### src/leb128_pkg.sv
// Shared types and constants for the LEB128 varint decoder.
// Holds the transfer payload structs and status codes; no dependencies.
package leb128_pkg;

  // Payload bits carried by one stream byte
  localparam int unsigned STEP_BITS  = 7;
  // Width of the running shift (holds up to 64 + 7)
  localparam int unsigned SHIFT_W    = 7;
  // Width of the consumed-byte counter
  localparam int unsigned COUNT_W    = 4;
  localparam logic [COUNT_W-1:0] COUNT_MAX = '1;

  // Result status codes
  localparam logic [1:0] ST_OK       = 2'd0;
  localparam logic [1:0] ST_TRUNC    = 2'd1;
  localparam logic [1:0] ST_OVERFLOW = 2'd2;

  typedef struct packed {
    logic [7:0] data_byte;
    logic       buffer_end;
    logic       signed_mode;
  } leb128_in_t;

  typedef struct packed {
    logic [63:0]        value_bits;
    logic [1:0]         status;
    logic [COUNT_W-1:0] byte_count;
  } leb128_out_t;

endpackage

### src/leb128_dec.sv
// Per-byte LEB128 decode step: running value state plus the single-pass
// next-state and result logic. Depends on leb128_pkg.
module leb128_dec #(
  parameter int unsigned WORD_BITS = 64
) (
  input  logic                   clk,
  input  logic                   rst_n,
  input  logic                   step_en,
  input  leb128_pkg::leb128_in_t step_data,
  output logic                   res_valid,
  output leb128_pkg::leb128_out_t res_data
);
  import leb128_pkg::*;

  localparam logic [WORD_BITS-1:0] ONES_W    = '1;
  localparam logic [63:0]          HIGH_FILL = ~({64{1'b1}} >> (64 - WORD_BITS));
  localparam logic [7:0]           WB8       = 8'(WORD_BITS);

  logic [WORD_BITS-1:0] acc_r, acc_nxt;
  logic [SHIFT_W-1:0]   shift_r, shift_nxt;
  logic                 busy_r, busy_nxt;
  logic                 signed_r, signed_nxt;
  logic [COUNT_W-1:0]   bytes_r, bytes_nxt;

  logic                 start;
  logic                 lsigned;
  logic [WORD_BITS-1:0] acc_cur;
  logic [SHIFT_W-1:0]   sh;
  logic [COUNT_W-1:0]   cnt, cnt_inc;
  logic [6:0]           payload;
  logic [7:0]           need, room, pos, sh_step;
  logic                 full, part_lost, lost, fill_err, shift_err;
  logic [WORD_BITS-1:0] acc_new, val_w;
  logic [63:0]          val_64;

  // Operands: a new value starts from a cleared state
  always_comb begin
    start   = !busy_r;
    lsigned = start ? step_data.signed_mode : signed_r;
    acc_cur = start ? '0 : acc_r;
    sh      = start ? '0 : shift_r;
    cnt     = start ? '0 : bytes_r;
    cnt_inc = (cnt == COUNT_MAX) ? cnt : cnt + 1'b1;
    payload = step_data.data_byte[STEP_BITS-1:0];
  end

  // Overflow checks, accumulation and final value
  always_comb begin
    need      = 8'(sh) + 8'(lsigned);
    full      = need >= WB8;
    room      = WB8 - need;
    part_lost = !full && (room < 8'(STEP_BITS)) && ((payload >> room[2:0]) != '0);
    lost      = (payload != '0) && (full || part_lost);
    acc_new   = acc_cur | (WORD_BITS'(payload) << sh);
    pos       = 8'(sh) + 8'(STEP_BITS);
    fill_err  = lsigned && step_data.data_byte[6] && (pos >= WB8);
    sh_step   = pos;
    shift_err = sh_step > WB8;
    val_w     = acc_new;
    if (lsigned && step_data.data_byte[6]) begin
      val_w = acc_new | (ONES_W << pos);
    end
    val_64 = 64'(val_w);
    if (lsigned && val_w[WORD_BITS-1]) begin
      val_64 = val_64 | HIGH_FILL;
    end
  end

  // Result and next state
  always_comb begin
    res_valid            = 1'b0;
    res_data.value_bits  = '0;
    res_data.status      = ST_OK;
    res_data.byte_count  = cnt_inc;
    acc_nxt              = acc_r;
    shift_nxt            = shift_r;
    busy_nxt             = busy_r;
    signed_nxt           = signed_r;
    bytes_nxt            = bytes_r;
    if (step_en) begin
      if (step_data.buffer_end) begin
        res_valid           = busy_r;
        res_data.status     = ST_TRUNC;
        res_data.byte_count = bytes_r;
      end else if (lost) begin
        res_valid       = 1'b1;
        res_data.status = ST_OVERFLOW;
      end else if (!step_data.data_byte[7]) begin
        res_valid = 1'b1;
        if (fill_err) begin
          res_data.status = ST_OVERFLOW;
        end else begin
          res_data.value_bits = val_64;
        end
      end else if (shift_err) begin
        res_valid       = 1'b1;
        res_data.status = ST_OVERFLOW;
      end
      if (res_valid) begin
        acc_nxt    = '0;
        shift_nxt  = '0;
        busy_nxt   = 1'b0;
        signed_nxt = 1'b0;
        bytes_nxt  = '0;
      end else if (!step_data.buffer_end) begin
        acc_nxt    = acc_new;
        shift_nxt  = sh_step[SHIFT_W-1:0];
        busy_nxt   = 1'b1;
        signed_nxt = lsigned;
        bytes_nxt  = cnt_inc;
      end
    end
  end

  // Hold decode state
  always_ff @(posedge clk) begin
    if (!rst_n) begin
      acc_r    <= '0;
      shift_r  <= '0;
      busy_r   <= 1'b0;
      signed_r <= 1'b0;
      bytes_r  <= '0;
    end else begin
      acc_r    <= acc_nxt;
      shift_r  <= shift_nxt;
      busy_r   <= busy_nxt;
      signed_r <= signed_nxt;
      bytes_r  <= bytes_nxt;
    end
  end

endmodule

### src/leb128_varint_decoder_top.sv
// LEB128 varint decoder, top level: decode step plus result register and skid.
// Depends on leb128_pkg and leb128_dec.
//
// Decodes a stream of LEB128 bytes, one byte per input transfer, into 64-bit
// results, unsigned or signed (signed_mode is taken from the first byte of a
// value). A byte with bit 7 clear ends a value and yields one result; so does
// an overflow (status 2, value 0) or buffer_end while a value is open
// (status 1, value 0). buffer_end with no value open is dropped silently.
// Each byte is decoded by one shift-or stage while it waits for its transfer,
// so the block takes one byte every clock while in_stall is low. A result
// lands in the output register at the edge that transfers the byte ending its
// value if that register is free, else in the skid. A one-entry skid buffer
// behind the output register absorbs a result while out_stall is high;
// in_stall rises only when that skid entry is occupied.
module leb128_varint_decoder_top #(
  parameter int unsigned WORD_BITS = 64
) (
  input  logic                    clk,
  input  logic                    rst_n,
  input  logic                    in_valid,
  output logic                    in_stall,
  input  leb128_pkg::leb128_in_t  in_data,
  output logic                    out_valid,
  input  logic                    out_stall,
  output leb128_pkg::leb128_out_t out_data
);
  import leb128_pkg::*;

  logic        in_xfer;
  logic        res_valid;
  leb128_out_t res_data;
  logic        out_valid_r;
  leb128_out_t out_data_r;
  logic        skid_valid_r;
  leb128_out_t skid_data_r;
  logic        out_free;

  assign in_stall = skid_valid_r;
  assign in_xfer  = in_valid && !skid_valid_r;

  leb128_dec #(
    .WORD_BITS (WORD_BITS)
  ) u_dec (
    .clk       (clk),
    .rst_n     (rst_n),
    .step_en   (in_xfer),
    .step_data (in_data),
    .res_valid (res_valid),
    .res_data  (res_data)
  );

  assign out_free = !out_valid_r || !out_stall;

  // Advance the output register, park a result in the skid while stalled
  always_ff @(posedge clk) begin
    if (!rst_n) begin
      out_valid_r  <= 1'b0;
      skid_valid_r <= 1'b0;
    end else if (out_free) begin
      if (skid_valid_r) begin
        out_valid_r  <= 1'b1;
        skid_valid_r <= 1'b0;
      end else begin
        out_valid_r <= res_valid;
      end
    end else if (res_valid) begin
      skid_valid_r <= 1'b1;
    end
  end

  // Payload registers
  always_ff @(posedge clk) begin
    if (out_free) begin
      out_data_r <= skid_valid_r ? skid_data_r : res_data;
    end else if (res_valid) begin
      skid_data_r <= res_data;
    end
  end

  assign out_valid = out_valid_r;
  assign out_data  = out_data_r;

endmodule

### config.mk
export PLATFORM = sky130hd
export DESIGN_NAME = leb128_varint_decoder_top
export DESIGN_NICKNAME = d
export VERILOG_FILES = /design/src/leb128_pkg.sv /design/src/leb128_dec.sv /design/src/leb128_varint_decoder_top.sv
export SDC_FILE = /design/constraint.sdc
export NUM_CORES = 1
export LEC_CHECK = 0
export ABC_AREA = 0
export ABC_CLOCK_PERIOD_IN_PS = 6400
export BUFFER_PORTS_ARGS = -buffer_cell sky130_fd_sc_hd__buf_2
export CAP_MARGIN = 20
export CORE_MARGIN = 1
export CORE_UTILIZATION = 60
export DETAILED_ROUTE_END_ITERATION = 7
export GPL_TIMING_DRIVEN = 0
export PLACE_DENSITY = 0.8
export SLEW_MARGIN = 20
export SYNTH_ARGS = -nofsm -noshare
export SYNTH_HDL_FRONTEND = slang
export SYNTH_SLANG_ARGS = --single-unit
### constraint.sdc
create_clock -name clk -period 6.4 [get_ports clk]
set_input_delay 1.28 -clock clk [delete_from_list [all_inputs] [get_ports clk]]
set_output_delay 1.28 -clock clk [all_outputs]
set_load 0.03 [all_outputs]
**After elaboration in Yosys (flattened, before gate mapping)**

Cells that the tools add are included.

- Register bits after elaboration: 219
- Bits in latches: 0
- RAM bits: 0
- Bits in read-only memories: 0
- Bits of input ports: 14
- Word-level logic and storage cells: 81
- Memories kept: 0

- Add/sub/neg operators: 4
- $mul: 0
- Divide/modulo/power cells: 0
- $lt $le $gt $ge: 4
- Equality and inequality tests: 2
- Shift operators: 3
- Multiplexer cells: 34
- Bitwise logic cells: 4
- Reduce and logical (&&, ||, !) cells: 17

Operators with widths:

| operator | count |
|---|---|
| 64-bit 2-to-1 mux | 8 |
| 70-bit 2-to-1 mux | 2 |
| 64-bit OR | 2 |
| 64-bit by 8-bit left shift with 64-bit output (first input constant) | 1 |
| 7-bit by 7-bit left shift with 64-bit output | 1 |
| 7-bit 2-to-1 mux | 3 |
| 8-bit by 7-bit >= comparator with 1-bit output (second input constant) | 2 |
| 4-bit 2-to-1 mux | 4 |
| 7-bit nonzero test | 2 |
| 1-bit 2-to-1 mux | 12 |
| 2-bit 2-to-1 mux | 5 |
| 7-bit by 1-bit adder with 8-bit output | 1 |
| 7-bit by 3-bit adder with 8-bit output (second input constant) | 1 |
| 8-bit by 7-bit greater-than comparator with 1-bit output (second input constant) | 1 |
| 8-bit by 3-bit < comparator with 1-bit output (second input constant) | 1 |
| 7-bit by 8-bit subtractor with 8-bit output (first input constant) | 1 |
| 7-bit by 3-bit >> shifter with 7-bit output | 1 |
| 1-bit logical AND | 6 |
| 4-bit by 1-bit adder with 4-bit output (second input constant) | 1 |
| 4-bit == test (second input constant) | 1 |
| 1-bit logical NOT | 4 |
| 2-bit AND reduction | 2 |
| 1-bit logical OR | 2 |
| 2-bit by 1-bit != test with 1-bit output (second input constant) | 1 |
| 2 further kinds | 3 |

**Longest topological paths before layout**

- Depth in word-level cells: 13
- Depth in mapped cells: 15
- Depth with buffers taken out: 12

**By module**

A second synthesis with hierarchy kept.

- Cells, all modules: 960
- Area total of the unflattened synthesis: 10,944.2 sq um

By module, submodules not included:

| module | times used | cells each | area an instance (sq um) | seq. area each (sq um) |
|---|---|---|---|---|
| leb128_varint_decoder_top | 1 | 226 | 5,481.5 | 4,244.1 |
| leb128_dec | 1 | 734 | 5,462.7 | 1,541.5 |

**Worst setup path before layout**

Ideal clock, no wire load.

- Path kind: input port to flip-flop
- Start point: input in_data[0] (netlist bit)
- End point: register skid_data_r[0] (netlist bit), enable pin
- Setup time: 0.436 ns
- Data arrival time: 5.093 ns
- Path slack: 0.871 ns
- Stages on the path: 11
- Buffers on the path: 0
- Cells stage by stage: mux2_2 ha_1 ha_1 inv_1 ha_1 xnor3_1 a21oi_1 nand4_1 o21a_1 a21oi_1 and2_1

- Word-level cells in the longest chain between the ends: 13
- Elaborated cells between the ends (all ways): 17

RTL lines:

| what | RTL line | source |
|---|---|---|
| from (decl) | leb128_varint_decoder_top.sv:22 | `input leb128_pkg::leb128_in_t in_data,` |
| 1-bit 2-to-1 mux (*) | leb128_dec.sv:39 | `lsigned = start ? step_data.signed_mode : signed_r;` |
| 7-bit by 1-bit adder with 8-bit output (*) | leb128_dec.sv:49 | `need = 8'(sh) + 8'(lsigned);` |
| 7-bit by 8-bit subtractor with 8-bit output or 8-bit by 7-bit >= comparator with 1-bit output (tied branches) | leb128_dec.sv:51, leb128_dec.sv:50 |  |
| 8-bit by 3-bit < comparator with 1-bit output, or another cell as far along | leb128_dec.sv:52 | `part_lost = !full && (room < 8'(STEP_BITS)) && ((payload >> room[2:0]) != '0);` |
| 1-bit logical AND or 7-bit nonzero test (tied branches) | leb128_dec.sv:52 |  |
| 1-bit logical AND | leb128_dec.sv:52 |  |
| 1-bit logical OR (*) | leb128_dec.sv:53 | `lost = (payload != '0) && (full \|\| part_lost);` |
| 1-bit logical AND (*) | leb128_dec.sv:53 |  |
| 1-bit 2-to-1 mux (*) | leb128_dec.sv:85 | `end else if (lost) begin` |
| 1-bit 2-to-1 mux (*) | leb128_dec.sv:81 | `if (step_data.buffer_end) begin` |
| 1-bit 2-to-1 mux (*) (2 in a row) | leb128_dec.sv:80 | `if (step_en) begin` |
| 2-bit AND reduction (no source line) (*) | n/a |  |
| to (signal assigned) | leb128_varint_decoder_top.sv:76 | `skid_data_r <= res_data;` |
| to (decl) | leb128_varint_decoder_top.sv:35 | `leb128_out_t skid_data_r;` |

Mark *: on every way between the ends. The rest lies on a longest branch, timed or not. The select of a mux whose other input is x is not followed.
A chain may end at the register's enable or synchronous reset.

==> impl_metrics.py <==
metrics = {
    "timing": {
        "period_needed_ps": 4930,
        "finalSetupViolCount": 0,
        "rsz0062_at_grt": "no",
        "finClkSkew_ps": 12.7,
        "max-slew-margin-rel_pct": 16.9,
        "finalHoldViolCount": 0,
        "timing.final.crit_share_pct": 77.0,
        "slew_viol_final": 0,
        "tightest_slew_ps": 1240,
        "max_freq_mhz": 203,
        "tns_ps": 0,
    },
    "setup_path": {
        "max_stage_delay_ps": 770,
        "end_kind": "flip-flop",
        "crit_path_cell_trace": "buf_2 -> buf_2 -> buf_2 -> buf_2 -> clkbuf_1 -> clkbuf_1 -> clkbuf_1 -> and2_1 -> ha_1 -> nand4_1 -> nand2_1 -> mux2_2 -> mux2_2",
        "critPathTopFamily": "buffers and inverters",
        "crit_start": "u_dec.busy_r",
        "cp.arrival_ps": 5190,
        "r2r_start": "u_dec.busy_r",
        "crit_end": "out_data[1]",
        "r2r_setup_slack_ps": 1470,
        "cp_common_cell": "buf_2",
        "path_buf_inv": 7,
        "crit_slowest_cell": "clkbuf_1",
        "worstPathMaxFanout": 10,
        "required_ps": 6660,
        "r2r_cells": 13,
        "cp_num_cells": 13,
        "critPathLaunchType": "flip-flop",
        "path_class": "flip-flop to flip-flop",
        "r2r-end": "out_data[1]",
    },
    "route": {
        "vias": 9557,
        "vias_per_cell": 7.01,
        "wirelength_um": 37300,
        "drc": 0,
        "ant_nets": 0,
        "drt_iter0_markers": 1289,
        "wl_per_cell_um": 27.4,
        "dr.pass1.iters": 6,
    },
    "placement": {
        "port_buffers": 83,
        "place_hpwl_um": 26400,
        "gp_congestion": 1.02,
        "dp.cells": 1320,
    },
    "die": {
        "core-area_um2": 17300,
        "die_h_um": 135,
        "dieWidth_um": 135,
        "dieArea_um2": 18300,
        "io_pins": 86,
        "start_util_pct": 61.6,
        "row_count": 48,
    },
    "finish": {
        "nets": 1141,
        "nFillCells": 1278,
        "drive_gt1_share_pct": 16.8,
        "instances_no_fill": 1363,
        "syn2layout_area_growth_pct": 13.9,
    },
    "clock_tree": {
        "clkSinkCount": 219,
        "clockBufferDepth": 3,
        "ctsHoldBuffers": 0,
        "cts_setup_buffers": 0,
        "htree_num_levels": 1,
        "clock-root-buffer": "clkbuf_16",
        "cts_resized": 0,
        "clkTransAtPathRegs_ps": 60,
        "cts_tree": "yes",
        "cts_buffers": 23,
        "worstSkewPairLatency_ps": 520,
    },
    "synthesis": {
        "syn_avg_cell_area_um2": 10.6,
        "synth_top_area_share_pct": 39.4,
        "synthArstFlopShare_pct": 0,
        "syn_inst": 1010,
        "ys_ff_latch": 219,
        "synth_edf_count": 140,
        "synth_cell_type_count": 74,
        "synth_seq_area_share_pct": 54.3,
        "yosys.area.top_type": "edfxtp_1",
        "synthTopCellsByArea": "edfxtp_1 (39%), dfxtp_1 (15%), nand2_1 (4.5%)",
        "synth_ff_type": "edfxtp_1",
        "yosys_warnings": 0,
        "synth_nets": 1031,
        "synth_area_um2": 10700,
    },
    "pwr": {
        "clock_power_share_pct": 41.9,
        "p_sw_share_pct": 25.5,
        "total_power_mw": 3.11,
        "pwr-share-seq_pct": 49.2,
        "pwr-share-comb_pct": 8.8,
        "power.density_nw_per_um2": 256,
        "max-vdd-ir-drop_mv": 0.248,
        "cellLeakagePower_nw": 4.95,
        "internal-power_mw": 2.32,
        "p_switching_mw": 0.795,
    },
    "global_routing": {
        "antenna_found_initial": 0,
        "grt_pass1_wl_um": 55000,
        "gr-total-overflow": 0,
        "globalRouteTotalUtil_pct": 40.9,
        "grt_pass1_vias": 8992,
        "grt_max_degree": 53,
    },
    "status": {
        "status": "finished clean",
    },
    "job": {
        "max_cap_viol_count": 0,
    },
    "hold_path": {
        "hold_class": "flip-flop to flip-flop",
    },
}
==> per-stage QoR <==
step           util, %  hold slack, ps  instance area, um2  setup WS [ps]
6_report          70.2             449               12100           1470
5_1_grt           70.2             461               12100           1440
4_1_cts           70.2             450               12100           1650
3_5_place_dp      66.0             442               11400           1170
3_3_place_gp      65.7             434               11400           -134
2_1_floorplan        -             425               10700            871
==> layer usage <==
metal  global-route usage, %  part of all wire (%)  up-vias
met4                    20.5                   5.0        2
li1                        -                     -     4086
met3                    7.78                    12      139
met5                       0                  0.16        -
met2                    61.3                    44      776
met1                    56.7                    40     4554
==> area by class of cell <==
type | count | area, um2 | area share (%)
Tap cell | 225 | 282 | 2.32
Buffer | 82 | 367 | 3.02
Sequential cell | 219 | 5790 | 47.7
Clock inverter | 14 | 115 | 0.948
Timing Repair Buffer | 85 | 463 | 3.81
Inverter | 18 | 67.6 | 0.556
Clock buffer | 28 | 604 | 4.98
Antenna cell | 1 | 2.50 | 0.0206
Multi-Input combinational cell | 691 | 4460 | 36.7
==> kinds of logic after synthesis <==
kind of cell	Yosys count	synth area share, %
xor gates and xnor gates	8	0.786
DFF	219	54.3
adders and majority gates	7	0.821
AOI/OAI and AO/OA	382	25.8
and+or+nand+nor	278	12.2
muxes	16	2.08
buffers and inverters	100	4.07
==> power groups by stage <==
| stage | clock network [mW] | registers [mW] | logic [mW] |
|---|---|---|---|
| after floorplan | 0 | 1.61 | 0.121 |
| after detailed placement | 0 | 1.56 | 0.265 |
| after CTS | 1.30 | 1.53 | 0.266 |
| final | 1.31 | 1.53 | 0.274 |
| after global routing | 1.35 | 1.53 | 0.284 |
| after global placement | 0 | 1.56 | 0.258 |
==> flip-flops by register name, indices dropped and copies added (netlist names) <==
| register | cells |
|---|---|
| skid_data_r | 70 |
| u_dec.shift_r | 7 |
| u_dec.bytes_r | 4 |
| out_data | 70 |
| out_valid | 1 |
| u_dec.busy_r | 1 |
| in_stall | 1 |
| u_dec.acc_r | 64 |
| u_dec.signed_r | 1 |
==> tightest hold or removal path, stage by stage (launching register included) <==
cell and delay, ps:
dfxtp_1 310, nand2_1 50, o21ai_1 50
==> synthesized netlist by cell type (8+ instances only) <==
library cell / count
a211oi_1: 11
a21o_1: 63
a21oi_1: 68
a22o_1: 14
a22oi_1: 26
a31oi_1: 31
a32o_1: 13
and2_1: 17
buf_2: 17
clkbuf_1: 55
dfxtp_1: 79
edfxtp_1: 140
inv_1: 17
mux2_2: 8
nand2_1: 127
nand3_1: 27
nand4_1: 13
nor2_1: 42
nor3_1: 11
o21ai_0: 47
o21ai_1: 27
o22ai_1: 13
o2bb2ai_2: 20
==> worst min path at each step <==
stage | startpoint | end | depth (start not counted) | slack [ps]
after global placement | u_dec.acc_r[49] | u_dec.acc_r[49] | 2 | 430
after CTS | u_dec.acc_r[49] | u_dec.acc_r[49] | 2 | 450
after floorplan | u_dec.acc_r[5] | u_dec.acc_r[5] | 2 | 430
final | u_dec.acc_r[17] | u_dec.acc_r[17] | 2 | 450
after global routing | u_dec.acc_r[17] | u_dec.acc_r[17] | 2 | 460
after detailed placement | u_dec.acc_r[17] | u_dec.acc_r[17] | 2 | 440
==> layout by cell type, fill, tap and decap left out, types with 16 or more instances in the layout <==
cell type,Yosys,routed
a21o_1,63,63
a21oi_1,68,67
a22oi_1,26,26
a31oi_1,31,31
and2_1,17,16
buf_2,17,100
clkbuf_1,55,59
clkbuf_16,0,23
dfxtp_1,79,79
edfxtp_1,140,140
inv_1,17,17
nand2_1,127,126
nand3_1,27,27
nor2_1,42,42
o21ai_0,47,47
o21ai_1,27,27
o2bb2ai_2,20,20
Power figures use the tool's default switching activity.
